**config.mk**
```make
export PLATFORM = sky130hd
export DESIGN_NAME = source_text_tokenizer
export DESIGN_NICKNAME = d
export VERILOG_FILES = /design/src/hdl/stt_pkg.sv /design/src/hdl/stt_ram.sv /design/src/hdl/stt_front.sv /design/src/hdl/stt_queue.sv /design/src/hdl/stt_back.sv /design/src/hdl/source_text_tokenizer.sv
export SDC_FILE = /design/constraint.sdc
export NUM_CORES = 1
export LEC_CHECK = 0
export BUFFER_PORTS_ARGS = -buffer_cell sky130_fd_sc_hd__buf_2
export CAP_MARGIN = 10
export CORE_ASPECT_RATIO = 2
export CORE_MARGIN = 2
export CORE_UTILIZATION = 34
export DETAILED_ROUTE_END_ITERATION = 7
export GPL_TIMING_DRIVEN = 0
export PLACE_DENSITY = 0.55
export REMOVE_ABC_BUFFERS = 1
export SETUP_SLACK_MARGIN = 0.4
export SYNTH_ARGS = -nofsm -noshare
export SYNTH_HDL_FRONTEND = slang
export SYNTH_HIERARCHICAL = 1
export SYNTH_SLANG_ARGS = --single-unit
```
**constraint.sdc**
```tcl
create_clock -name i_clk -period 4.3 [get_ports i_clk]
set_input_delay 0.645 -clock i_clk [delete_from_list [all_inputs] [get_ports i_clk]]
set_output_delay 0.645 -clock i_clk [all_outputs]
set_load 0.1 [all_outputs]
```
**src/hdl/stt_pkg.sv**
```systemverilog
// ----------------------------------------------------------------------------
// stt_pkg: shared types and constants of the source text tokenizer
// Payload structs, the command passed from the scanner front to the output
// back end, state enums and character codes.
// ----------------------------------------------------------------------------
package stt_pkg;

    typedef struct packed {
        logic [7:0] source_byte;
        logic       end_of_input;
    } t_in_item;

    typedef struct packed {
        logic [2:0]  token_kind;
        logic [7:0]  token_char;
        logic        last_of_token;
        logic [2:0]  error_code;
        logic [15:0] line_number;
        logic        word_truncated;
    } t_out_item;

    // one command: either a single result or a drain of the token store
    typedef struct packed {
        logic        is_drain;
        logic [2:0]  kind;
        logic [7:0]  ch;
        logic [2:0]  err;
        logic        trunc;
        logic [15:0] line;
    } t_cmd;

    typedef enum logic [2:0] {
        M_IDLE,
        M_COMMENT,
        M_WORD,
        M_NUMBER,
        M_ENDED,
        M_ERROR
    } t_scan_mode;

    typedef enum logic {
        B_IDLE,
        B_EMIT
    } t_back_state;

    localparam logic [2:0] K_WORD    = 3'd0;
    localparam logic [2:0] K_NUMBER  = 3'd1;
    localparam logic [2:0] K_SPECIAL = 3'd2;
    localparam logic [2:0] K_END     = 3'd3;
    localparam logic [2:0] K_ERROR   = 3'd4;

    localparam logic [2:0] E_NONE          = 3'd0;
    localparam logic [2:0] E_EOF_COMMENT   = 3'd1;
    localparam logic [2:0] E_BRACE_START   = 3'd2;
    localparam logic [2:0] E_DOUBLE_US     = 3'd3;
    localparam logic [2:0] E_TRAILING_US   = 3'd4;
    localparam logic [2:0] E_ILLEGAL       = 3'd5;
    localparam logic [2:0] E_NUMBER_LONG   = 3'd6;

    localparam logic [7:0] CH_DOLLAR  = 8'h24;
    localparam logic [7:0] CH_LBRACE  = 8'h7B;
    localparam logic [7:0] CH_RBRACE  = 8'h7D;
    localparam logic [7:0] CH_US      = 8'h5F;
    localparam logic [7:0] CH_NEWLINE = 8'h0A;
    localparam logic [7:0] CH_NUL     = 8'h00;

    localparam logic [15:0] LINE_MAX   = 16'hFFFF;
    localparam logic [15:0] LINE_FIRST = 16'd1;

    localparam logic [3:0] KEEP_RESET = 4'd15;
    localparam logic       REG_WORD_KEEP = 1'b0;

endpackage

```
**src/hdl/stt_ram.sv**
```systemverilog
// ----------------------------------------------------------------------------
// stt_ram: generic single write, single read ram
// One write port and one read port, read data registered and held while
// no read is enabled.
// ----------------------------------------------------------------------------
module stt_ram #(
    parameter int WIDTH = 8,
    parameter int DEPTH = 15,
    localparam int AW = (DEPTH > 1) ? $clog2(DEPTH) : 1
) (
    input  logic             i_clk,
    input  logic             i_wr_en,
    input  logic [AW-1:0]    i_wr_addr,
    input  logic [WIDTH-1:0] i_wr_data,
    input  logic             i_rd_en,
    input  logic [AW-1:0]    i_rd_addr,
    output logic [WIDTH-1:0] o_rd_data
);

    logic [WIDTH-1:0] r_mem [DEPTH];
    logic [WIDTH-1:0] r_rd_data;

    always_ff @(posedge i_clk) begin
        if (i_wr_en) begin
            r_mem[i_wr_addr] <= i_wr_data;
        end
        if (i_rd_en) begin
            r_rd_data <= r_mem[i_rd_addr];
        end
    end

    assign o_rd_data = r_rd_data;

endmodule

```
**src/hdl/stt_front.sv**
```systemverilog
// ----------------------------------------------------------------------------
// stt_front: scanner front end
// Accepts source bytes, tracks the scan mode, fills the token store and
// queues commands for the back end.
// ----------------------------------------------------------------------------
module stt_front #(
    parameter int TOKEN_CHARS = 15,
    localparam int LW = $clog2(TOKEN_CHARS + 1),
    localparam int AW = (TOKEN_CHARS > 1) ? $clog2(TOKEN_CHARS) : 1
) (
    input  logic              i_clk,
    input  logic              i_rst_n,
    input  logic              i_valid,
    output logic              o_stall,
    input  stt_pkg::t_in_item i_item,
    input  logic [3:0]        i_keep_len,
    input  logic              i_q_full,
    output logic              o_push,
    output stt_pkg::t_cmd     o_cmd,
    output logic [LW-1:0]     o_drain_len,
    input  logic              i_drain_done,
    output logic              o_wr_en,
    output logic [AW-1:0]     o_wr_addr,
    output logic [7:0]        o_wr_data
);

    localparam int KW = (LW > 4) ? LW : 4;

    stt_pkg::t_scan_mode r_mode, n_mode;
    logic [LW-1:0]       r_len, n_len;
    logic                r_prev_us, n_prev_us;
    logic                r_overlong, n_overlong;
    logic [15:0]         r_line, n_line;
    logic                r_wait, n_wait;
    logic                r_drain_busy, n_drain_busy;
    logic [7:0]          r_hold_byte, n_hold_byte;
    logic                r_hold_eoi, n_hold_eoi;
    logic [15:0]         r_hold_line, n_hold_line;

    logic          accept, go;
    logic [7:0]    b;
    logic          eoi;
    logic [15:0]   cur_line;
    logic          is_lower, is_digit, is_space, is_special;
    logic          do_idle;
    logic [KW-1:0] keep_ext, keep_lim;

    assign o_stall = r_wait || r_drain_busy || i_q_full;
    assign accept  = i_valid && !o_stall;
    assign go      = r_wait && !r_drain_busy && !i_q_full;

    assign b        = r_wait ? r_hold_byte : i_item.source_byte;
    assign eoi      = r_wait ? r_hold_eoi
                             : (i_item.end_of_input || (i_item.source_byte == stt_pkg::CH_DOLLAR));
    assign cur_line = r_wait ? r_hold_line : r_line;

    assign is_lower   = (b >= 8'h61) && (b <= 8'h7A);
    assign is_digit   = (b >= 8'h30) && (b <= 8'h39);
    assign is_space   = (b == 8'h20) || ((b >= 8'h09) && (b <= 8'h0D));
    assign is_special = (b == 8'h3A) || (b == 8'h2C) || (b == 8'h3B) || (b == 8'h3D)
                     || (b == 8'h2B) || (b == 8'h2D) || (b == 8'h2E);

    // kept word length: zero counts as one, capped at the store depth
    assign keep_ext = (i_keep_len == 4'd0) ? KW'(1) : KW'(i_keep_len);
    assign keep_lim = (keep_ext > KW'(TOKEN_CHARS)) ? KW'(TOKEN_CHARS) : keep_ext;

    assign o_drain_len = r_len;

    always_ff @(posedge i_clk) begin
        if (!i_rst_n) begin
            r_mode       <= stt_pkg::M_IDLE;
            r_len        <= '0;
            r_prev_us    <= 1'b0;
            r_overlong   <= 1'b0;
            r_line       <= stt_pkg::LINE_FIRST;
            r_wait       <= 1'b0;
            r_drain_busy <= 1'b0;
        end else begin
            r_mode       <= n_mode;
            r_len        <= n_len;
            r_prev_us    <= n_prev_us;
            r_overlong   <= n_overlong;
            r_line       <= n_line;
            r_wait       <= n_wait;
            r_drain_busy <= n_drain_busy;
        end
    end

    always_ff @(posedge i_clk) begin
        r_hold_byte <= n_hold_byte;
        r_hold_eoi  <= n_hold_eoi;
        r_hold_line <= n_hold_line;
    end

    always_comb begin
        n_mode       = r_mode;
        n_len        = r_len;
        n_prev_us    = r_prev_us;
        n_overlong   = r_overlong;
        n_line       = r_line;
        n_wait       = r_wait;
        n_drain_busy = r_drain_busy && !i_drain_done;
        n_hold_byte  = r_hold_byte;
        n_hold_eoi   = r_hold_eoi;
        n_hold_line  = r_hold_line;
        o_push       = 1'b0;
        o_cmd        = '0;
        o_cmd.line   = cur_line;
        o_wr_en      = 1'b0;
        o_wr_addr    = r_len[AW-1:0];
        o_wr_data    = b;
        do_idle      = 1'b0;

        if (go) begin
            n_wait  = 1'b0;
            do_idle = 1'b1;
        end else if (accept) begin
            unique case (r_mode)
                stt_pkg::M_IDLE: begin
                    do_idle = 1'b1;
                end
                stt_pkg::M_COMMENT: begin
                    if (eoi) begin
                        o_push     = 1'b1;
                        o_cmd.kind = stt_pkg::K_ERROR;
                        o_cmd.err  = stt_pkg::E_EOF_COMMENT;
                        n_mode     = stt_pkg::M_ERROR;
                    end else if (b == stt_pkg::CH_RBRACE) begin
                        n_mode = stt_pkg::M_IDLE;
                    end
                end
                stt_pkg::M_WORD: begin
                    if (!eoi && (is_lower || is_digit || (b == stt_pkg::CH_US))) begin
                        if ((b == stt_pkg::CH_US) && r_prev_us) begin
                            o_push     = 1'b1;
                            o_cmd.kind = stt_pkg::K_ERROR;
                            o_cmd.err  = stt_pkg::E_DOUBLE_US;
                            n_mode     = stt_pkg::M_ERROR;
                        end else begin
                            if (KW'(r_len) < keep_lim) begin
                                o_wr_en = 1'b1;
                                n_len   = r_len + LW'(1);
                            end else begin
                                n_overlong = 1'b1;
                            end
                            n_prev_us = (b == stt_pkg::CH_US);
                        end
                    end else if (r_prev_us) begin
                        o_push     = 1'b1;
                        o_cmd.kind = stt_pkg::K_ERROR;
                        o_cmd.err  = stt_pkg::E_TRAILING_US;
                        n_mode     = stt_pkg::M_ERROR;
                    end else begin
                        o_push         = 1'b1;
                        o_cmd.is_drain = 1'b1;
                        o_cmd.kind     = stt_pkg::K_WORD;
                        o_cmd.trunc    = r_overlong;
                        n_drain_busy   = 1'b1;
                        n_mode         = stt_pkg::M_IDLE;
                        n_wait         = 1'b1;
                    end
                end
                stt_pkg::M_NUMBER: begin
                    if (!eoi && is_digit) begin
                        if (r_len >= LW'(TOKEN_CHARS)) begin
                            o_push     = 1'b1;
                            o_cmd.kind = stt_pkg::K_ERROR;
                            o_cmd.err  = stt_pkg::E_NUMBER_LONG;
                            n_mode     = stt_pkg::M_ERROR;
                        end else begin
                            o_wr_en = 1'b1;
                            n_len   = r_len + LW'(1);
                        end
                    end else begin
                        o_push         = 1'b1;
                        o_cmd.is_drain = 1'b1;
                        o_cmd.kind     = stt_pkg::K_NUMBER;
                        n_drain_busy   = 1'b1;
                        n_mode         = stt_pkg::M_IDLE;
                        n_wait         = 1'b1;
                    end
                end
                stt_pkg::M_ENDED, stt_pkg::M_ERROR: begin
                end
                default: begin
                end
            endcase

            // delimiter byte is replayed once the store has drained
            if (n_wait) begin
                n_hold_byte = b;
                n_hold_eoi  = eoi;
                n_hold_line = r_line;
            end

            if ((r_mode != stt_pkg::M_ENDED) && (r_mode != stt_pkg::M_ERROR) && !eoi
                && (b == stt_pkg::CH_NEWLINE) && (r_line != stt_pkg::LINE_MAX)) begin
                n_line = r_line + 16'd1;
            end
        end

        if (do_idle) begin
            priority if (eoi) begin
                o_push     = 1'b1;
                o_cmd.kind = stt_pkg::K_END;
                o_cmd.ch   = stt_pkg::CH_DOLLAR;
                n_mode     = stt_pkg::M_ENDED;
            end else if (b == stt_pkg::CH_LBRACE) begin
                n_mode = stt_pkg::M_COMMENT;
            end else if (b == stt_pkg::CH_RBRACE) begin
                o_push     = 1'b1;
                o_cmd.kind = stt_pkg::K_ERROR;
                o_cmd.err  = stt_pkg::E_BRACE_START;
                n_mode     = stt_pkg::M_ERROR;
            end else if (is_space) begin
                n_mode = stt_pkg::M_IDLE;
            end else if (is_special) begin
                o_push     = 1'b1;
                o_cmd.kind = stt_pkg::K_SPECIAL;
                o_cmd.ch   = b;
            end else if (is_lower || is_digit) begin
                o_wr_en    = 1'b1;
                o_wr_addr  = '0;
                n_len      = LW'(1);
                n_prev_us  = 1'b0;
                n_overlong = 1'b0;
                n_mode     = is_lower ? stt_pkg::M_WORD : stt_pkg::M_NUMBER;
            end else begin
                o_push     = 1'b1;
                o_cmd.kind = stt_pkg::K_ERROR;
                o_cmd.err  = stt_pkg::E_ILLEGAL;
                n_mode     = stt_pkg::M_ERROR;
            end
        end
    end

endmodule

```
**src/hdl/stt_queue.sv**
```systemverilog
// ----------------------------------------------------------------------------
// stt_queue: two-entry command queue
// Decouples the scanner front end from the result back end.
// ----------------------------------------------------------------------------
module stt_queue (
    input  logic          i_clk,
    input  logic          i_rst_n,
    input  logic          i_push,
    input  stt_pkg::t_cmd i_data,
    output logic          o_full,
    input  logic          i_pop,
    output logic          o_empty,
    output stt_pkg::t_cmd o_head
);

    stt_pkg::t_cmd r_mem [2];
    logic          r_wr_ptr, n_wr_ptr;
    logic          r_rd_ptr, n_rd_ptr;
    logic [1:0]    r_count, n_count;
    logic          do_push, do_pop;

    assign o_full  = (r_count == 2'd2);
    assign o_empty = (r_count == 2'd0);
    assign o_head  = r_mem[r_rd_ptr];
    assign do_push = i_push && !o_full;
    assign do_pop  = i_pop && !o_empty;

    always_comb begin
        n_wr_ptr = do_push ? ~r_wr_ptr : r_wr_ptr;
        n_rd_ptr = do_pop ? ~r_rd_ptr : r_rd_ptr;
        n_count  = r_count + {1'b0, do_push} - {1'b0, do_pop};
    end

    always_ff @(posedge i_clk) begin
        if (!i_rst_n) begin
            r_wr_ptr <= 1'b0;
            r_rd_ptr <= 1'b0;
            r_count  <= 2'd0;
        end else begin
            r_wr_ptr <= n_wr_ptr;
            r_rd_ptr <= n_rd_ptr;
            r_count  <= n_count;
        end
    end

    always_ff @(posedge i_clk) begin
        if (do_push) begin
            r_mem[r_wr_ptr] <= i_data;
        end
    end

endmodule

```
**src/hdl/stt_back.sv**
```systemverilog
// ----------------------------------------------------------------------------
// stt_back: result back end
// Turns queued commands into result transactions, reading token characters
// out of the token store one per cycle into the output register while the output does not stall.
// ----------------------------------------------------------------------------
module stt_back #(
    parameter int TOKEN_CHARS = 15,
    localparam int LW = $clog2(TOKEN_CHARS + 1),
    localparam int AW = (TOKEN_CHARS > 1) ? $clog2(TOKEN_CHARS) : 1
) (
    input  logic               i_clk,
    input  logic               i_rst_n,
    input  logic               i_q_empty,
    input  stt_pkg::t_cmd      i_q_head,
    output logic               o_pop,
    input  logic [LW-1:0]      i_drain_len,
    output logic               o_drain_done,
    output logic               o_rd_en,
    output logic [AW-1:0]      o_rd_addr,
    input  logic [7:0]         i_rd_data,
    output logic               o_valid,
    input  logic               i_stall,
    output stt_pkg::t_out_item o_item
);

    stt_pkg::t_back_state r_state, n_state;
    logic [LW-1:0]        r_idx, n_idx;
    logic [2:0]           r_kind, n_kind;
    logic                 r_trunc, n_trunc;
    logic [15:0]          r_line, n_line;
    logic                 r_out_valid, n_out_valid;
    stt_pkg::t_out_item   r_out, n_out;
    logic                 out_free;
    logic                 is_last;

    assign out_free = !r_out_valid || !i_stall;
    assign is_last  = ((r_idx + LW'(1)) == i_drain_len);
    assign o_valid  = r_out_valid;
    assign o_item   = r_out;

    always_ff @(posedge i_clk) begin
        if (!i_rst_n) begin
            r_state     <= stt_pkg::B_IDLE;
            r_out_valid <= 1'b0;
        end else begin
            r_state     <= n_state;
            r_out_valid <= n_out_valid;
        end
    end

    always_ff @(posedge i_clk) begin
        r_idx   <= n_idx;
        r_kind  <= n_kind;
        r_trunc <= n_trunc;
        r_line  <= n_line;
        r_out   <= n_out;
    end

    always_comb begin
        n_state      = r_state;
        n_idx        = r_idx;
        n_kind       = r_kind;
        n_trunc      = r_trunc;
        n_line       = r_line;
        n_out_valid  = r_out_valid && i_stall;
        n_out        = r_out;
        o_pop        = 1'b0;
        o_drain_done = 1'b0;
        o_rd_en      = 1'b0;
        o_rd_addr    = '0;

        unique case (r_state)
            stt_pkg::B_IDLE: begin
                if (!i_q_empty) begin
                    if (i_q_head.is_drain) begin
                        o_pop     = 1'b1;
                        o_rd_en   = 1'b1;
                        n_idx     = '0;
                        n_kind    = i_q_head.kind;
                        n_trunc   = i_q_head.trunc;
                        n_line    = i_q_head.line;
                        n_state   = stt_pkg::B_EMIT;
                    end else if (out_free) begin
                        o_pop                = 1'b1;
                        n_out_valid          = 1'b1;
                        n_out.token_kind     = i_q_head.kind;
                        n_out.token_char     = i_q_head.ch;
                        n_out.last_of_token  = 1'b1;
                        n_out.error_code     = i_q_head.err;
                        n_out.line_number    = i_q_head.line;
                        n_out.word_truncated = 1'b0;
                    end
                end
            end
            stt_pkg::B_EMIT: begin
                // read data stays put while the output register is full and stalled
                if (out_free) begin
                    n_out_valid          = 1'b1;
                    n_out.token_kind     = r_kind;
                    n_out.token_char     = i_rd_data;
                    n_out.last_of_token  = is_last;
                    n_out.error_code     = stt_pkg::E_NONE;
                    n_out.line_number    = r_line;
                    n_out.word_truncated = r_trunc;
                    if (is_last) begin
                        o_drain_done = 1'b1;
                        n_state      = stt_pkg::B_IDLE;
                    end else begin
                        n_idx     = r_idx + LW'(1);
                        o_rd_en   = 1'b1;
                        o_rd_addr = n_idx[AW-1:0];
                    end
                end
            end
            default: begin
                n_state = stt_pkg::B_IDLE;
            end
        endcase
    end

endmodule

```
**src/hdl/source_text_tokenizer.sv**
```systemverilog
// ----------------------------------------------------------------------------
// source_text_tokenizer: byte stream to token stream
// Front end scans bytes and fills the token store, back end emits one result
// transaction per token character or error, with a short command queue between.
// ----------------------------------------------------------------------------
// path: a special, end or error result passes the command queue and the output
//   register; a word or number follows its delimiter, through the queue, the
//   token store read register and the output register
// throughput: one byte per cycle while no token is being drained and the command
//   queue has room; a word or number that ends holds the input while the back
//   end reads the token store one character per cycle while the output flows
// reset: synchronous active low; clears scan state, line count to one, keep
//   length to 15; the token store is not cleared
module source_text_tokenizer #(
    parameter int TOKEN_CHARS = 15
) (
    input  logic               i_clk,
    input  logic               i_rst_n,
    input  logic               i_in_valid,
    output logic               o_in_stall,
    input  stt_pkg::t_in_item  i_in_item,
    output logic               o_out_valid,
    input  logic               i_out_stall,
    output stt_pkg::t_out_item o_out_item,
    input  logic               psel,
    input  logic               penable,
    input  logic               pwrite,
    input  logic [2:0]         paddr,
    input  logic [31:0]        pwdata,
    output logic [31:0]        prdata,
    output logic               pready
);

    localparam int LW = $clog2(TOKEN_CHARS + 1);
    localparam int AW = (TOKEN_CHARS > 1) ? $clog2(TOKEN_CHARS) : 1;

    logic [3:0]    r_keep_len;
    logic          cfg_wr;
    logic          q_push, q_full, q_pop, q_empty;
    stt_pkg::t_cmd q_in, q_head;
    logic [LW-1:0] drain_len;
    logic          drain_done;
    logic          wr_en, rd_en;
    logic [AW-1:0] wr_addr, rd_addr;
    logic [7:0]    wr_data, rd_data;

    assign pready = 1'b1;
    assign cfg_wr = psel && penable && pwrite && pready
                 && (paddr[2] == stt_pkg::REG_WORD_KEEP);
    assign prdata = (paddr[2] == stt_pkg::REG_WORD_KEEP) ? {28'd0, r_keep_len} : 32'd0;

    always_ff @(posedge i_clk) begin
        if (!i_rst_n) begin
            r_keep_len <= stt_pkg::KEEP_RESET;
        end else if (cfg_wr) begin
            r_keep_len <= pwdata[3:0];
        end
    end

    stt_front #(
        .TOKEN_CHARS (TOKEN_CHARS)
    ) u_front (
        .i_clk        (i_clk),
        .i_rst_n      (i_rst_n),
        .i_valid      (i_in_valid),
        .o_stall      (o_in_stall),
        .i_item       (i_in_item),
        .i_keep_len   (r_keep_len),
        .i_q_full     (q_full),
        .o_push       (q_push),
        .o_cmd        (q_in),
        .o_drain_len  (drain_len),
        .i_drain_done (drain_done),
        .o_wr_en      (wr_en),
        .o_wr_addr    (wr_addr),
        .o_wr_data    (wr_data)
    );

    stt_queue u_queue (
        .i_clk   (i_clk),
        .i_rst_n (i_rst_n),
        .i_push  (q_push),
        .i_data  (q_in),
        .o_full  (q_full),
        .i_pop   (q_pop),
        .o_empty (q_empty),
        .o_head  (q_head)
    );

    stt_ram #(
        .WIDTH (8),
        .DEPTH (TOKEN_CHARS)
    ) u_store (
        .i_clk     (i_clk),
        .i_wr_en   (wr_en),
        .i_wr_addr (wr_addr),
        .i_wr_data (wr_data),
        .i_rd_en   (rd_en),
        .i_rd_addr (rd_addr),
        .o_rd_data (rd_data)
    );

    stt_back #(
        .TOKEN_CHARS (TOKEN_CHARS)
    ) u_back (
        .i_clk        (i_clk),
        .i_rst_n      (i_rst_n),
        .i_q_empty    (q_empty),
        .i_q_head     (q_head),
        .o_pop        (q_pop),
        .i_drain_len  (drain_len),
        .o_drain_done (drain_done),
        .o_rd_en      (rd_en),
        .o_rd_addr    (rd_addr),
        .i_rd_data    (rd_data),
        .o_valid      (o_out_valid),
        .i_stall      (i_out_stall),
        .o_item       (o_out_item)
    );

endmodule

```
Word-level counts from Yosys, hierarchy flattened
Memories as Yosys holds them, arrays and structs flattened. A register that Yosys moved wholly into a read port is not among the register bits.
Cells that the tools add are included.
{"block": "totals", "inputBits": 51, "output_inout_bits": 67, "memories": 2, "ramBits": 184, "ff_bits": 118, "word_cells": 316}
{"block": "op_classes", "mux": 190, "eq_ne": 27, "reduce_logical": 50, "order_cmp": 9, "addsub": 5, "bitwise": 7}
{"memory": "u_store.r_mem", "depth": 15, "width": 8, "rd": 1, "rd_clocked_by_memory_dff": 1, "wr": 1, "line_no": "stt_ram.sv:20", "source": "logic [WIDTH-1:0] r_mem [DEPTH];"}
{"memory": "u_queue.r_mem", "depth": 2, "width": 32, "rd": 1, "rd_clocked_by_memory_dff": 1, "wr": 1, "line_no": "stt_queue.sv:16", "source": "stt_pkg::t_cmd r_mem [2];"}
{"operator": "2-to-1 mux 4 bit", "count": 35}
{"operator": "2-to-1 mux 32 bit", "count": 4}
{"operator": "2-to-1 mux 1 bit", "count": 96}
{"operator": "2-to-1 mux 3 bit", "count": 32}
{"operator": "equality test 8 x 6 -> 1 bit (second input constant)", "count": 9}
{"operator": "one-hot mux 32 bit (2 select lines)", "count": 1}
{"operator": "2-to-1 mux 14 bit", "count": 3}
{"operator": "one-hot mux 3 bit (3 select lines)", "count": 3}
{"operator": "equality test 8 x 7 -> 1 bit (second input constant)", "count": 3}
{"operator": "2-to-1 mux 8 bit", "count": 3}
{"operator": "logical AND 1 bit", "count": 20}
{"operator": "adder 16 x 1 -> 16 bit (second input constant)", "count": 1}
{"operator": "2-to-1 mux 16 bit", "count": 1}
{"operator": "inequality test 16 bit (second input constant)", "count": 1}
{"operator": "one-hot mux 4 bit (2 select lines)", "count": 2}
{"operator": "one-hot mux 1 bit (2 select lines)", "count": 7}
{"operator": "logical OR 1 bit", "count": 13}
{"operator": "2-to-1 mux 11 bit", "count": 1}
{"operator": "inequality test 2 bit (second input constant)", "count": 5}
{"operator": "AND reduction 3 bit", "count": 3}
{"operator": "adder 4 x 1 -> 4 bit (second input constant)", "count": 2}
{"operator": "equality test 8 x 4 -> 1 bit (second input constant)", "count": 1}
{"operator": ">= comparator 8 x 4 -> 1 bit (second input constant)", "count": 1}
{"operator": ">= comparator 8 x 6 -> 1 bit (second input constant)", "count": 1}
{"operator": "24 further kinds", "count": 40}

Longest topological paths before layout
Gate-level depths: netlist of run 1.
{"block": "logic_depth", "depth_word": 20, "mapped_depth": 17, "depth_no_buf": 15}

Modules after synthesis
Netlist of run 1, hierarchy kept.
{"mod": "stt_ram", "area_each_um2": 4946.0, "instances": 1, "seq_area_each_um2": 3843.7, "cells_per_inst": 229}
{"mod": "stt_front", "area_each_um2": 3488.3, "instances": 1, "seq_area_each_um2": 1291.2, "cells_per_inst": 386}
{"mod": "stt_queue", "area_each_um2": 2700.1, "instances": 1, "seq_area_each_um2": 2021.9, "cells_per_inst": 127}
{"mod": "stt_back", "area_each_um2": 2357.3, "instances": 1, "seq_area_each_um2": 1721.7, "cells_per_inst": 135}
{"mod": "source_text_tokenizer", "area_each_um2": 445.4, "instances": 1, "seq_area_each_um2": 80.1, "cells_per_inst": 53}

Worst setup path after synthesis of run 1
OpenSTA, ideal clock, no wires.
{"block": "synth_timing", "path_type": "reg2reg", "startpoint": "register u_front.r_wait", "endpoint": "memory u_queue/r_mem[0][0] (netlist bit), enable pin", "period_less_slack_ps": 4060, "setup_slack_ps": 240, "path_buffers": 3, "arrival_time_ps": 3639, "t_required_ps": 3879, "stages_incl_launch_ff": 11, "setup_time_ps": 421, "path_cell_list": "dfxtp_1 > buf_6 > buf_12 > or3_4 > or2_2 > clkbuf_1 > nor3_1 > o211ai_1 > o211ai_1 > nand2_1 > nor2_1"}
{"block": "synth_via", "elab_cells_between_ends": 60, "classes_between": "order compare (6); eq/ne (11); mux (20); reduce/logical (23)"}
{"item": "start, declared", "line_no": "stt_front.sv:34", "source": "logic r_wait, n_wait;"}
{"item": "start signal, assigned", "line_no": "stt_front.sv:84", "source": "r_wait <= n_wait;"}
{"item": "logical OR 1 bit (*) (2 in series)", "line_no": "stt_front.sv:48", "source": "assign o_stall = r_wait || r_drain_busy || i_q_full;"}
{"item": "net o_in_stall", "line_no": "source_text_tokenizer.sv:20", "source": "output logic o_in_stall,"}
{"item": "logical NOT 1 bit (*)", "line_no": "stt_front.sv:49", "source": "assign accept = i_valid && !o_stall;"}
{"item": "logical AND 1 bit (*)", "line_no": "stt_front.sv:49"}
{"item": "2-to-1 mux 1 bit", "line_no": "stt_front.sv:117", "source": "end else if (accept) begin"}
{"item": "2-to-1 mux 1 bit", "line_no": "stt_front.sv:114", "source": "if (go) begin"}
{"item": "2-to-1 mux 1 bit", "line_no": "stt_front.sv:221", "source": "end else if (is_lower || is_digit) begin"}
{"item": "2-to-1 mux 1 bit", "line_no": "stt_front.sv:217", "source": "end else if (is_special) begin"}
{"item": "2-to-1 mux 1 bit", "line_no": "stt_front.sv:215", "source": "end else if (is_space) begin"}
{"item": "2-to-1 mux 1 bit", "line_no": "stt_front.sv:210", "source": "end else if (b == stt_pkg::CH_RBRACE) begin"}
{"item": "2-to-1 mux 1 bit", "line_no": "stt_front.sv:208", "source": "end else if (b == stt_pkg::CH_LBRACE) begin"}
{"item": "2-to-1 mux 1 bit", "line_no": "stt_front.sv:203", "source": "priority if (eoi) begin"}
{"item": "2-to-1 mux 1 bit (*)", "line_no": "stt_front.sv:202", "source": "if (do_idle) begin"}
{"item": "net q_push", "line_no": "source_text_tokenizer.sv:39", "source": "logic q_push, q_full, q_pop, q_empty;"}
{"item": "logical AND 1 bit (*)", "line_no": "stt_queue.sv:25", "source": "assign do_push = i_push && !o_full;"}
{"item": "2-to-1 mux 1 bit (*)", "line_no": "stt_queue.sv:47", "source": "if (do_push) begin"}
{"item": "2-to-1 mux 1 bit (not written as such) (*)", "line_no": "stt_queue.sv:48", "source": "r_mem[r_wr_ptr] <= i_data;"}
{"item": "end, declared", "line_no": "stt_queue.sv:16"}
Mark *: on every way through the listed nets, which the timed path passes. The rest lies on a longest branch.

Final worst setup path of run 1
{"block": "layout_timing", "startpoint": "register u_front.r_wait", "endpoint": "memory u_store.r_mem[0][2], enable pin"}
{"block": "layout_via", "elab_chain_len": 19, "elab_cells_between_ends": 65, "classes_between": "order compare (6); eq/ne (11); mux (26); reduce/logical (22)"}
{"item": "2-to-1 mux 8 bit (*)", "line_no": "stt_front.sv:52", "source": "assign b = r_wait ? r_hold_byte : i_item.source_byte;"}
{"item": "net wr_data[1]", "line_no": "source_text_tokenizer.sv:45", "source": "logic [7:0] wr_data, rd_data;"}
{"item": ">= comparator 8 x 7 -> 1 bit (tied with other cells)", "line_no": "stt_front.sv:57", "source": "assign is_lower = (b >= 8'h61) && (b <= 8'h7A);"}
{"item": "logical AND 1 bit (on tied branches)", "line_no": "stt_front.sv:57, stt_front.sv:58"}
{"item": "logical OR 1 bit", "line_no": "stt_front.sv:133, stt_front.sv:221"}
{"item": "logical OR 1 bit", "line_no": "stt_front.sv:133", "source": "if (!eoi && (is_lower || is_digit || (b == stt_pkg::CH_US))) begin"}
{"item": "logical AND 1 bit", "line_no": "stt_front.sv:133"}
{"item": "2-to-1 mux 1 bit", "line_no": "stt_front.sv:133"}
{"item": "[5 not listed]"}
{"item": "2-to-1 mux 1 bit", "line_no": "stt_front.sv:215"}
{"item": "2-to-1 mux 1 bit", "line_no": "stt_front.sv:210"}
{"item": "2-to-1 mux 1 bit", "line_no": "stt_front.sv:208"}
{"item": "2-to-1 mux 1 bit", "line_no": "stt_front.sv:203"}
{"item": "2-to-1 mux 1 bit (*)", "line_no": "stt_front.sv:202"}
{"item": "net wr_en", "line_no": "source_text_tokenizer.sv:43", "source": "logic wr_en, rd_en;"}
{"item": "2-to-1 mux 1 bit (*)", "line_no": "stt_ram.sv:24", "source": "if (i_wr_en) begin"}
{"item": "2-to-1 mux 1 bit (not written as such) (*)", "line_no": "stt_ram.sv:25", "source": "r_mem[i_wr_addr] <= i_wr_data;"}
{"item": "end, declared", "line_no": "stt_ram.sv:20"}
Marks and branches as above.

==> out/results.ini, run 1 <==
[status]
status=complete, no violations

[route]
routed-wl-met3_um=1190
avgRoutedWirePerCell_um=18.5
vias_per_cell=5.01
final_antenna_net_count=0
wl_met1_um=13000
top_layer_used=met4
dr.first_iter.drc_count=518
routed-wl-met2_um=14100
wl_um=28900
drc=0
first_pass_iters=4
via_count=7854

[timing]
final-max-slew-violation-count=0
tightest_slew_ps=822
hold_viol=0
relSlewSlack=0.452
setup_viol=0
final.setup_skew_ps=22.9
period_share=0.868
maxClockFrequency_mhz=268
rsz0062_at_grt=false
holdWs_ps=349
period_needed_ps=3730

[die]
fp.coreArea_um2=40700
initial_utilization=0.342
die_y_um=290
pin_count=118
die_width_um=147
rows=105
dieArea_um2=42700

[clock_network]
ctsHoldBuffers=0
clk_path_buf_depth=3
cts_root_buf=clkbuf_16
clock-sinks=311
cts_buffers=29
clk_pin_slew_ps=60
cts_tree=built
htreeDepth=1
worstSkewPairLatency_ps=570

[finish]
syn2layout_area_growth_pct=16.7
finalNonFillerCells=1568
fill_cells=3819
drive_above_1_share=0.289
n_antenna_cell=0
finish.utilization=0.399
finalInstanceArea_um2=16300
fin_nets=1069

[power]
finalPower_mw=10.1
irDropWorstVdd_mv=0.382
switching_power_mw=3.60
combPwrFrac=0.316
pwr-share-seq=0.405
power_frac_clock=0.279
switching_share=0.358
p_int_mw=6.47
p_per_area_nw_per_um2=619
p_leak_nw=5.55

[synthesis]
synth_edf_count=273
ys_seq_area_frac=0.643
syn-cell-area_um2=13900
async_flop_share=0
ys_warn_count=6
synth_cells=930
synth_seq_cells=311
ys_types=81
syn_avg_cell_area_um2=15.0
synth-main-ff-cell=edfxtp_1

[global_route]
overflow=0
grt_start_max_net_pins=43
grt_pass1_vias=7797
grt_pass1_wl_um=45200
antenna_found_initial=0
grt_usage=0.134

[worst_setup_path]
crit_required_ps=4580
crit_fanout=36
cp-start-kind=register
critPathLaunch=u_front/r_wait
crit_type=register to register
endpoint_kind=register
reg2reg_from=u_front/r_wait
arrival_ps=4010

[placed_design]
port-buffer-count=58
dpl_cell_area_um2=14800
place_inst=1499
globalplace.congestion=0.866
dp_hpwl_um=19200

[min_path]
min_from=pwdata[0]
min_path_type=input port to register

[run]
maxCapViolCount=0

layout make-up:
cell class / count / area (um^2) / area share
Clock inverter: 25 / 330 / 0.0203
Sequential cell: 311 / 8960 / 0.551
Inverter: 24 / 92.6 / 0.00569
Clock buffer: 29 / 726 / 0.0446
Timing Repair Buffer: 86 / 698 / 0.0429
Tap cell: 535 / 669 / 0.0412
Multi-Input combinational cell: 558 / 4780 / 0.294
cell families after synthesis:
| logic type | share of synthesized area |
|---|---|
| compound gates | 0.0632 |
| xor+xnor | 0.0162 |
| fa+ha+maj | 0.00718 |
| buf+inv | 0.0434 |
| flops | 0.643 |
| mux | 0.126 |
| other cells | 0.000808 |
| simple gates | 0.100 |
power groups by stage:
stage / Combinational (mW) / Clock [mW] / Sequential, mW
after detailed placement: 3.15 / 0 / 4.15
after global placement: 2.94 / 0 / 4.21
final: 3.18 / 2.81 / 4.08
after floorplan: 1.30 / 0 / 5.28
after CTS: 3.18 / 2.89 / 4.08
after global routing: 3.36 / 3.00 / 4.12
synth_stat cells, types with 9 or more instances:
cell type	number	area (um^2)
inv_1	21	78.8
nand2_1	46	173
xor2_1	17	149
mux2_2	45	507
clkbuf_1	9	33.8
and2_1	24	150
mux4_2	12	270
edfxtp_1	273	8200
nor2_1	39	146
a21oi_1	23	115
o21ai_0	26	130
dfxtp_1	38	761
mux4_1	12	315
nor3_1	23	115
nand3_1	25	125
nor2b_1	23	144
mux2i_1	20	200
nand2b_1	9	56.3
buf_4	31	233
buf_2	10	50.1
mux2_4	30	450
cell usage in the layout, fill, tap and decap left out, types with 23 or more instances in the layout:
master,instances
edfxtp_1,273
buf_2,58
mux2_2,44
nand2_1,44
dfxtp_1,35
conb_1,31
mux2_4,31
clkbuf_16,29
nor2_1,27
o21ai_0,24
nor2b_1,23
nand3_1,23
metal layers:
layer,GRT usage,vias up
li1,-,3677
met1,0.184,3961
met2,0.223,179
met3,0.0176,37
met4,0.0349,0
met5,0,-
per-stage QoR:
step | setup TNS [ps] | setup WS, ps
2_1_floorplan | -31040 | -2140
3_3_place_gp | -453420 | -5050
3_5_place_dp | -59030 | -768
4_1_cts | 0 | 342
5_1_grt | 0 | 379
6_report | 0 | 568
state kept, by name, summed over array words and instances, names as in the netlist, 2 cells and up, named ones only:
| name | count |
|---|---|
| u_store/r_mem | 120 |
| u_queue/r_mem | 64 |
| u_back/o_item | 32 |
| u_back/r_line | 16 |
| u_front/r_hold_line | 16 |
| u_front/r_line | 16 |
| u_front/r_hold_byte | 8 |
| u_store/o_rd_data | 8 |
| r_keep_len | 4 |
| u_back/r_idx | 4 |
| u_front/o_drain_len | 4 |
| u_back/r_kind | 3 |
| u_front/r_mode | 3 |
| u_queue/r_count | 2 |
worst max-delay path, cell delays in order, from the launching register on:
cell and delay (ps):
dfxtp_4 480, buf_12 250, mux2i_4 370, inv_4 150, o221ai_1 140, nand4_1 220, and3_2 330, a21boi_2 210
a22oi_1 110, o21ai_2 300, or3b_4 500, nor3_4 210, buf_12 160
final timing paths:
path                                          endpoint  slack [ps]  depth (start not counted)
worst max-delay path               u_store/r_mem[0][2]         570                         12
worst min-delay path                     r_keep_len[0]         350                          3
worst max register to register     u_store/r_mem[0][2]         570                         12
worst min register to register  u_front/r_hold_line[8]         460                          0
timing repair:
item | in CTS | in global routing
pin swaps | 5 | 6
resized for setup | 38 | 22
setup endpoints to repair | 191 | 189
buffers inserted | 4 | 10
cloned | 1 | 0
(Power assumes the default switching activity.)
==> run 2, diff against run 1 <==
SYNTH_HIERARCHICAL = unset   (was 1)
==> run 2 against run 1 <==
Compared with the run above: utilization decreased by 0.49 points; design area is 3.1% lower; synthesized cell count is 10% higher; critical endpoint is now u_store.r_mem[8][7]; maximum frequency up 0.79%; largest cell class unchanged; clock-buffer cell count grew 8; power rose by 1.6%; critical path type unchanged; register-to-register slack gained 30 ps; worst hold slack worse by 48 ps; setup slack improved by 29 ps.
==> out/results.ini, run 2 <==
[finish]
drive_above_1_share=0.212  ; was 0.289
n_antenna_cell=0  ; unchanged
top_register=u_store.r_mem  ; was u_store/r_mem
fill_cells=3789  ; was 3819
fin_nets=1152  ; was 1069
finalInstanceArea_um2=15800  ; was 16300 um^2
finish.utilization=0.394  ; was 0.399
largest_reg_flops=120  ; unchanged
layout_commonest_cell=edfxtp_1  ; unchanged
syn2layout_area_growth_pct=15.1  ; was 16.7%
final_cell_mix=edfxtp_1 (273), nand2_1 (78), mux2_2 (74)  ; was edfxtp_1 (273), buf_2 (58), mux2_2 (44), nand2_1 (44), dfxtp_1 (35)

[route]
first_pass_iters=5  ; was 4
dr.first_iter.drc_count=841  ; was 518
via_count=8409  ; was 7854
drc=0  ; unchanged
vias_per_cell=5.12  ; was 5.01
avgRoutedWirePerCell_um=18.0  ; was 18.5 um
wl_um=29600  ; was 28900 um
final_antenna_net_count=0  ; unchanged

[die]
die_width_um=146  ; was 147 um
die_y_um=288  ; was 290 um
fp.coreArea_um2=39900  ; was 40700 um^2
dieArea_um2=42000  ; was 42700 um^2
rows=104  ; was 105
initial_utilization=0.343  ; was 0.342
pin_count=118  ; unchanged

[worst_setup_path]
rr_worst_depth=9  ; was 12
endpoint_kind=register  ; unchanged
crit_required_ps=4550  ; was 4580 ps
crit_fanout=35  ; was 36
crit_type=register to register  ; unchanged
reg2reg_from=u_front.r_wait  ; was u_front/r_wait
cp_slowest_cell=dfxtp_4  ; was or3b_4
r2r_slack_ps=600  ; was 570 ps
arrival_ps=3950  ; was 4010 ps
worstReg2RegEnd=u_store.r_mem[8][7]  ; was u_store/r_mem[0][2]
crit_chain=buf_16 > mux2_2 > a31oi_1 > a32o_2 > o211ai_2 > o31ai_2 > nand2_4 > a2111oi_2 > buf_2  ; was buf_12 > mux2i_4 > inv_4 > o221ai_1 > nand4_1 > and3_2 > a21boi_2 > a22oi_1 > o21ai_2 > or3b_4 > nor3_4 > buf_12
cp-start-kind=register  ; unchanged
max_stage_delay_ps=560  ; was 500 ps

[timing]
rsz0062_at_grt=false  ; unchanged
relSlewSlack=0.241  ; was 0.452
setup_viol=0  ; unchanged
hold_viol=0  ; unchanged
final.setup_skew_ps=14.7  ; was 22.9 ps
final-max-slew-violation-count=0  ; unchanged
maxClockFrequency_mhz=270  ; was 268 MHz
holdWs_ps=302  ; was 349 ps
tightest_slew_ps=1140  ; was 822 ps
period_share=0.861  ; was 0.868
period_needed_ps=3700  ; was 3730 ps
setup-tns-final_ps=0  ; unchanged

[power]
irDropWorstVdd_mv=0.384  ; was 0.382 mV
finalPower_mw=10.2  ; was 10.1 mW
p_per_area_nw_per_um2=649  ; was 619 nW/um^2
p_leak_nw=5.41  ; was 5.55 nW

[clock_network]
clock-sinks=311  ; unchanged
cts_tree=built  ; unchanged
cts_root_buf=clkbuf_16  ; unchanged
cts_buffers=29  ; unchanged
clk_pin_slew_ps=60  ; about the same
worstSkewPairLatency_ps=550  ; was 570 ps
clk_path_buf_depth=3  ; unchanged
htreeDepth=1  ; unchanged

[min_path]
whs_path_depth=3  ; unchanged
min_path_type=input port to register  ; unchanged
holdPathEnd=r_keep_len[0]  ; unchanged
min_from=pwdata[0]  ; unchanged

[placed_design]
globalplace.congestion=0.858  ; was 0.866
dp_hpwl_um=19800  ; was 19200 um
dpl_cell_area_um2=14700  ; was 14800 um^2
port-buffer-count=58  ; unchanged

[synthesis]
synth_top_area_cell=edfxtp_1  ; unchanged
synth_xor_area_frac=0.0164  ; was 0.0162
synth_edf_count=273  ; unchanged
async_flop_share=0  ; unchanged
synth.most_common_cell=edfxtp_1  ; unchanged
ys_seq_area_frac=0.654  ; was 0.643
synthTopCellsByCount=edfxtp_1 (273), nand2_1 (79), mux2_2 (74)  ; was edfxtp_1 (273), nand2_1 (46), mux2_2 (45)
synth_seq_cells=311  ; unchanged
synth-compound-area-share=0.0828  ; was 0.0632
syn-cell-area_um2=13700  ; was 13900 um^2
muxShareOfSynthArea=0.0923  ; was 0.126
synth-main-ff-cell=edfxtp_1  ; unchanged
syn_avg_cell_area_um2=13.3  ; was 15.0 um^2
ys_types=76  ; was 81
synth_cells=1027  ; was 930
yosysTopAreaCellShare=0.599  ; was 0.588
synth_top_family_by_area=simple AND/OR/NAND/NOR gates  ; was multiplexers
synth_area_leaders=edfxtp_1 (60%), mux2_2 (6.1%), dfxtp_1 (5.6%), mux2i_1 (3.1%), nand2_1 (2.2%)  ; was edfxtp_1 (59%), dfxtp_1 (5.5%), mux2_2 (3.6%), mux2_4 (3.2%), mux4_1 (2.3%)
synth_fa_ha_area_frac=0.00731  ; was 0.00718
yosys.area_share.simple=0.110  ; was 0.100
ys_warn_count=0  ; was 6

[global_route]
grt_pass1_vias=8229  ; was 7797
overflow=0  ; unchanged
antenna_found_initial=1  ; was 0
grt_pass1_wl_um=46200  ; was 45200 um
grt_start_max_net_pins=41  ; was 43
grt_usage=0.139  ; was 0.134

[status]
status=complete, no violations  ; unchanged

[run]
maxCapViolCount=0  ; unchanged

==> run 2: per-layer routing <==
layer  up-vias  track usage  routed length, um
li1       3964            -                  -
met1      4135        0.184              12900
met2       251        0.231              14100
met3        57       0.0241               1710
met4         2       0.0478                789
met5         -            0                 13
==> run 2: through the flow <==
step                      std cells  setup slack (ps)
after floorplan                 984              -379
after global placement         1572             -2420
after detailed placement       1590             -60.9
after CTS                      1640               392
after global routing           1642               406
final                          1642               598
==> run 2: logic make-up (layout without fill, tap and decap cells) <==
family / after synthesis / in the layout
XOR/XNOR: 21 / 21
multiplexers: 117 / 117
flip-flops: 311 / 311
adder cells (fa/ha/maj): 8 / 8
AO/OA/AOI/OAI: 173 / 173
other: 2 / 33
buffers and inverters: 99 / 153
AND/OR/NAND/NOR: 296 / 296
==> run 2: worst max-delay path, delay by kind of cell, from the launching register on <==
family                 cells  cell delay [ps]
AO/OA/AOI/OAI              5             1560
flip-flops                 1              560
buffers and inverters      2              540
multiplexers               1              510
AND/OR/NAND/NOR            1              230
==> run 2: area by class of cell <==
class	instances	area, um^2	share of cell area
repair buffers	78	583	0.0370
flip-flops and latches	311	8960	0.569
well taps	530	663	0.0421
clock buffers	37	776	0.0492
multi-input cells	648	4580	0.291
clock inverters	13	95.1	0.00603
inverters	25	93.8	0.00595
==> run 2: what timing repair did <==
| item | CTS | global route |
|---|---|---|
| pin swaps | 2 | 1 |
| hold endpoints to repair | 0 | 0 |
| cloned | 0 | 0 |
| gates resized for setup | 14 | 14 |
| setup buffers | 0 | 2 |
| endpoints found under the setup margin | 118 | 112 |
| hold buffers | 0 | 0 |
==> run 2: worst max-delay path by stage <==
stage	startpoint	to	slack, ps	cells past startpoint
finish	u_front.r_wait	u_store.r_mem[8][7]	600	9
global route	u_front.r_wait	u_store.r_mem[8][6]	410	9
CTS	u_front.r_wait	u_store.r_mem[3][7]	390	9
detailed placement	u_front.r_wait	u_store.r_mem[11][1]	-60	9
global placement	u_front.r_wait	u_queue.r_mem[0][26]	-2420	6
floorplan	u_front.r_wait	u_queue.r_mem[0][0]	-380	6
==> run 2: where the power goes <==
part	internal, mW	switching, mW
Combinational	0.946	2.71
Sequential	3.99	0.188
Clock	1.33	1.07
Total	6.26	3.97
==> run 3, diff against run 2 <==
ABC_AREA = 1   (was unset)
==> run 3 against run 2 <==
Compared with the run above: combinational power up 8.2%; sequential power grew 3%; utilization up 0.28 points; clock power up 8%; clock skew up 14 ps; sequential share of layout area rose by 0.33 points; largest cell class unchanged; highest routed layer is now met4.
==> out/results.ini, run 3 <==
[worst_setup_path]
max_stage_delay_ps=500  ; was 560 ps
rr_worst_depth=15  ; was 9
r2r_slack_ps=510  ; was 600 ps
worstReg2RegEnd=u_store.r_mem[11][7]  ; was u_store.r_mem[8][7]
crit_fanout=24  ; was 35
crit_required_ps=4480  ; was 4550 ps
critPathLaunch=u_front.r_wait  ; unchanged
critPathBufInv=3  ; was 2
cp_slowest_cell=nor2_2  ; was dfxtp_4
critical_path.most_common_cell=nand2_2
crit_type=register to register  ; unchanged
endpoint_kind=register  ; unchanged
reg2reg_from=u_front.r_wait  ; unchanged
cp-start-kind=register  ; unchanged
arrival_ps=3970  ; was 3950 ps
crit_chain=inv_2 > nand2_1 > nand2_2 > nand2_2 > nor3_1 > nand2_1 > nand3_2 > nand2_2 > clkinv_2 > nand2_4 > o21ai_4 > nand2_2 > inv_2 > nand4_2 > nor2_2  ; was buf_16 > mux2_2 > a31oi_1 > a32o_2 > o211ai_2 > o31ai_2 > nand2_4 > a2111oi_2 > buf_2
critPathTopFamily=simple AND/OR/NAND/NOR gates  ; was compound AO/OA/AOI/OAI gates

[global_route]
antenna_found_initial=0  ; was 1
grt_start_max_net_pins=56  ; was 41
grt_pass1_wl_um=51800  ; was 46200 um
overflow=0  ; unchanged
grt_usage=0.161  ; was 0.139
grt_pass1_vias=9275  ; was 8229

[finish]
largest_reg_flops=120  ; unchanged
final_cell_mix=edfxtp_1 (273), nand2_1 (266), nor2_1 (134)  ; was edfxtp_1 (273), nand2_1 (78), mux2_2 (74)
layout_commonest_cell=edfxtp_1  ; unchanged
n_antenna_cell=0  ; unchanged
finalNonFillerCells=1886  ; was 1642
finish.utilization=0.397  ; was 0.394
fin_nets=1399  ; was 1152
top_register=u_store.r_mem  ; unchanged
fill_cells=3855  ; was 3789
finalInstanceArea_um2=15700  ; was 15800 um^2
syn2layout_area_growth_pct=15.3  ; was 15.1%
drive_above_1_share=0.139  ; was 0.212

[min_path]
min_from=pwdata[3]  ; was pwdata[0]
min_path_type=input port to register  ; unchanged
whs_path_depth=3  ; unchanged
holdPathEnd=r_keep_len[3]  ; was r_keep_len[0]

[die]
pin_count=118  ; unchanged
die_y_um=287  ; was 288 um
die_width_um=145  ; was 146 um
fp.coreArea_um2=39400  ; was 39900 um^2
rows=103  ; was 104
initial_utilization=0.344  ; was 0.343
dieArea_um2=41700  ; was 42000 um^2

[synthesis]
synth_top_family_by_area=simple AND/OR/NAND/NOR gates  ; unchanged
synth_fa_ha_area_frac=0.00737  ; was 0.00731
ys_types=47  ; was 76
synth_top_area_cell=edfxtp_1  ; unchanged
synth-compound-area-share=0.0890  ; was 0.0828
synth.most_common_cell=edfxtp_1  ; unchanged
synth_area_leaders=edfxtp_1 (60%), nand2_1 (7.4%), dfxtp_1 (5.6%), nor2_1 (4.1%), inv_1 (2.7%)  ; was edfxtp_1 (60%), mux2_2 (6.1%), dfxtp_1 (5.6%), mux2i_1 (3.1%), nand2_1 (2.2%)
synth_xor_area_frac=0.00774  ; was 0.0164
ys_seq_area_frac=0.660  ; was 0.654
yosysTopAreaCellShare=0.604  ; was 0.599
yosys.area_share.simple=0.174  ; was 0.110
async_flop_share=0  ; unchanged
syn_avg_cell_area_um2=10.7  ; was 13.3 um^2
synth_seq_cells=311  ; unchanged
syn-cell-area_um2=13600  ; was 13700 um^2
synth_edf_count=273  ; unchanged
synth_cells=1275  ; was 1027
synth-main-ff-cell=edfxtp_1  ; unchanged
ys_warn_count=0  ; unchanged
muxShareOfSynthArea=0  ; was 0.0923
synthTopCellsByCount=edfxtp_1 (273), nand2_1 (267), nor2_1 (149)  ; was edfxtp_1 (273), nand2_1 (79), mux2_2 (74)

[placed_design]
dp_hpwl_um=24300  ; was 19800 um
port-buffer-count=58  ; unchanged
dpl_cell_area_um2=14400  ; was 14700 um^2
place_inst=1822  ; was 1590
globalplace.congestion=0.887  ; was 0.858

[route]
dr.first_iter.drc_count=564  ; was 841
avgRoutedWirePerCell_um=18.3  ; was 18.0 um
first_pass_iters=5  ; unchanged
via_count=9228  ; was 8409
wl_um=34400  ; was 29600 um
final_antenna_net_count=0  ; unchanged
drc=0  ; unchanged
vias_per_cell=4.89  ; was 5.12

[timing]
setup_viol=0  ; unchanged
period_share=0.882  ; was 0.861
final-max-slew-violation-count=0  ; unchanged
rsz0062_at_grt=true  ; was false
tightest_slew_ps=1050  ; was 1140 ps
relSlewSlack=0.289  ; was 0.241
hold_viol=0  ; unchanged
maxClockFrequency_mhz=264  ; was 270 MHz
final.setup_skew_ps=29.0  ; was 14.7 ps
period_needed_ps=3790  ; was 3700 ps

[clock_network]
htreeDepth=1  ; unchanged
clk_pin_slew_ps=70  ; was 60 ps
cts_root_buf=clkbuf_16  ; unchanged
cts_tree=built  ; unchanged
cts_buffers=27  ; was 29
clk_path_buf_depth=3  ; unchanged
clock-sinks=311  ; unchanged
worstSkewPairLatency_ps=570  ; was 550 ps
ctsHoldBuffers=0  ; unchanged

[run]
maxCapViolCount=0  ; unchanged

[status]
status=complete, no violations  ; unchanged

[power]
p_per_area_nw_per_um2=692  ; was 649 nW/um^2
p_leak_nw=5.68  ; was 5.41 nW
irDropWorstVdd_mv=0.324  ; was 0.384 mV

==> run 3: cell types whose count changed after synthesis, moves of 13 or more <==
cell / delta
nand2_1: +188
nor2_1: +85
inv_1: +75
mux2_2: -74
nand3_1: +49
mux2i_1: -43
o211ai_1: +34
o21ai_0: +29
and2_1: -13
==> run 3: worst register-to-register path: stages, from the launching register on <==
cell	delay, ps
dfxtp_4	480
inv_2	270
nand2_1	100
nand2_2	390
nand2_2	170
nor3_1	380
nand2_1	180
nand3_2	150
nand2_2	70
clkinv_2	100
nand2_4	80
o21ai_4	160
nand2_2	120
inv_2	80
nand4_2	180
nor2_2	500
==> run 3: timing repair <==
item                                    in CTS  in global routing
endpoints found under the setup margin     226                221
endpoints found under the hold margin        0                  0
gates resized for setup                     23                 14
cloned                                       2                  2
pin swaps                                    1                  5
buffers inserted                             0                 10
==> run 3: cell type report <==
class	instances	area, um^2	share of cell area
flip-flops and latches	311	8960	0.572
repair inverters	2	10.0	0.000639
clock buffers	36	729	0.0466
inverters	112	437	0.0279
clock inverters	14	205	0.0131
repair buffers	74	588	0.0375
multi-input cells	812	4080	0.260
well taps	525	657	0.0419
==> run 3: kinds of logic (layout without fill, tap and decap cells) <==
logic type / after synthesis / count (layout)
AO/OA/AOI/OAI: 205 / 205
XOR/XNOR: 12 / 12
adder cells (fa/ha/maj): 8 / 8
buffers and inverters: 185 / 238
flip-flops: 311 / 311
other: 2 / 33
AND/OR/NAND/NOR: 552 / 554
==> run 3: routing by layer <==
metal,up-vias,part of all wire,track usage
li1,4473,-,-
met4,0,0.059,0.0958
met2,233,0.59,0.340
met5,-,0,0
met3,76,0.032,0.0169
met1,4446,0.32,0.142
==> run 3: how the worst max path moves through the flow <==
stage               cells after the start  slack (ps)                endpoint
floorplan                              10        -410  u_front.r_hold_byte[0]
global placement                       10       -3400  u_front.r_hold_byte[3]
detailed placement                     14        -440    u_store.o_rd_data[0]
CTS                                    15         340    u_store.r_mem[12][1]
global route                           15         320    u_store.r_mem[11][6]
finish                                 15         510    u_store.r_mem[11][7]
==> run 3: power breakdown <==
group,total (mW),switching (mW),internal [mW]
Sequential,4.29,0.214,4.07
Clock,2.59,1.09,1.50
Combinational,3.95,3.11,0.849
==> run 3: per-stage QoR <==
step / setup TNS [ps] / power [mW] / worst slack, ps / hold slack, ps
6_report: 0 / 10.8 / 508 / 319
5_1_grt: 0 / 11.3 / 323 / 337
4_1_cts: 0 / 10.8 / 345 / 290
3_5_place_dp: -39130 / 8.19 / -441 / 459
3_3_place_gp: -439750 / 7.99 / -3400 / 441
2_1_floorplan: -27720 / 7.09 / -409 / 430
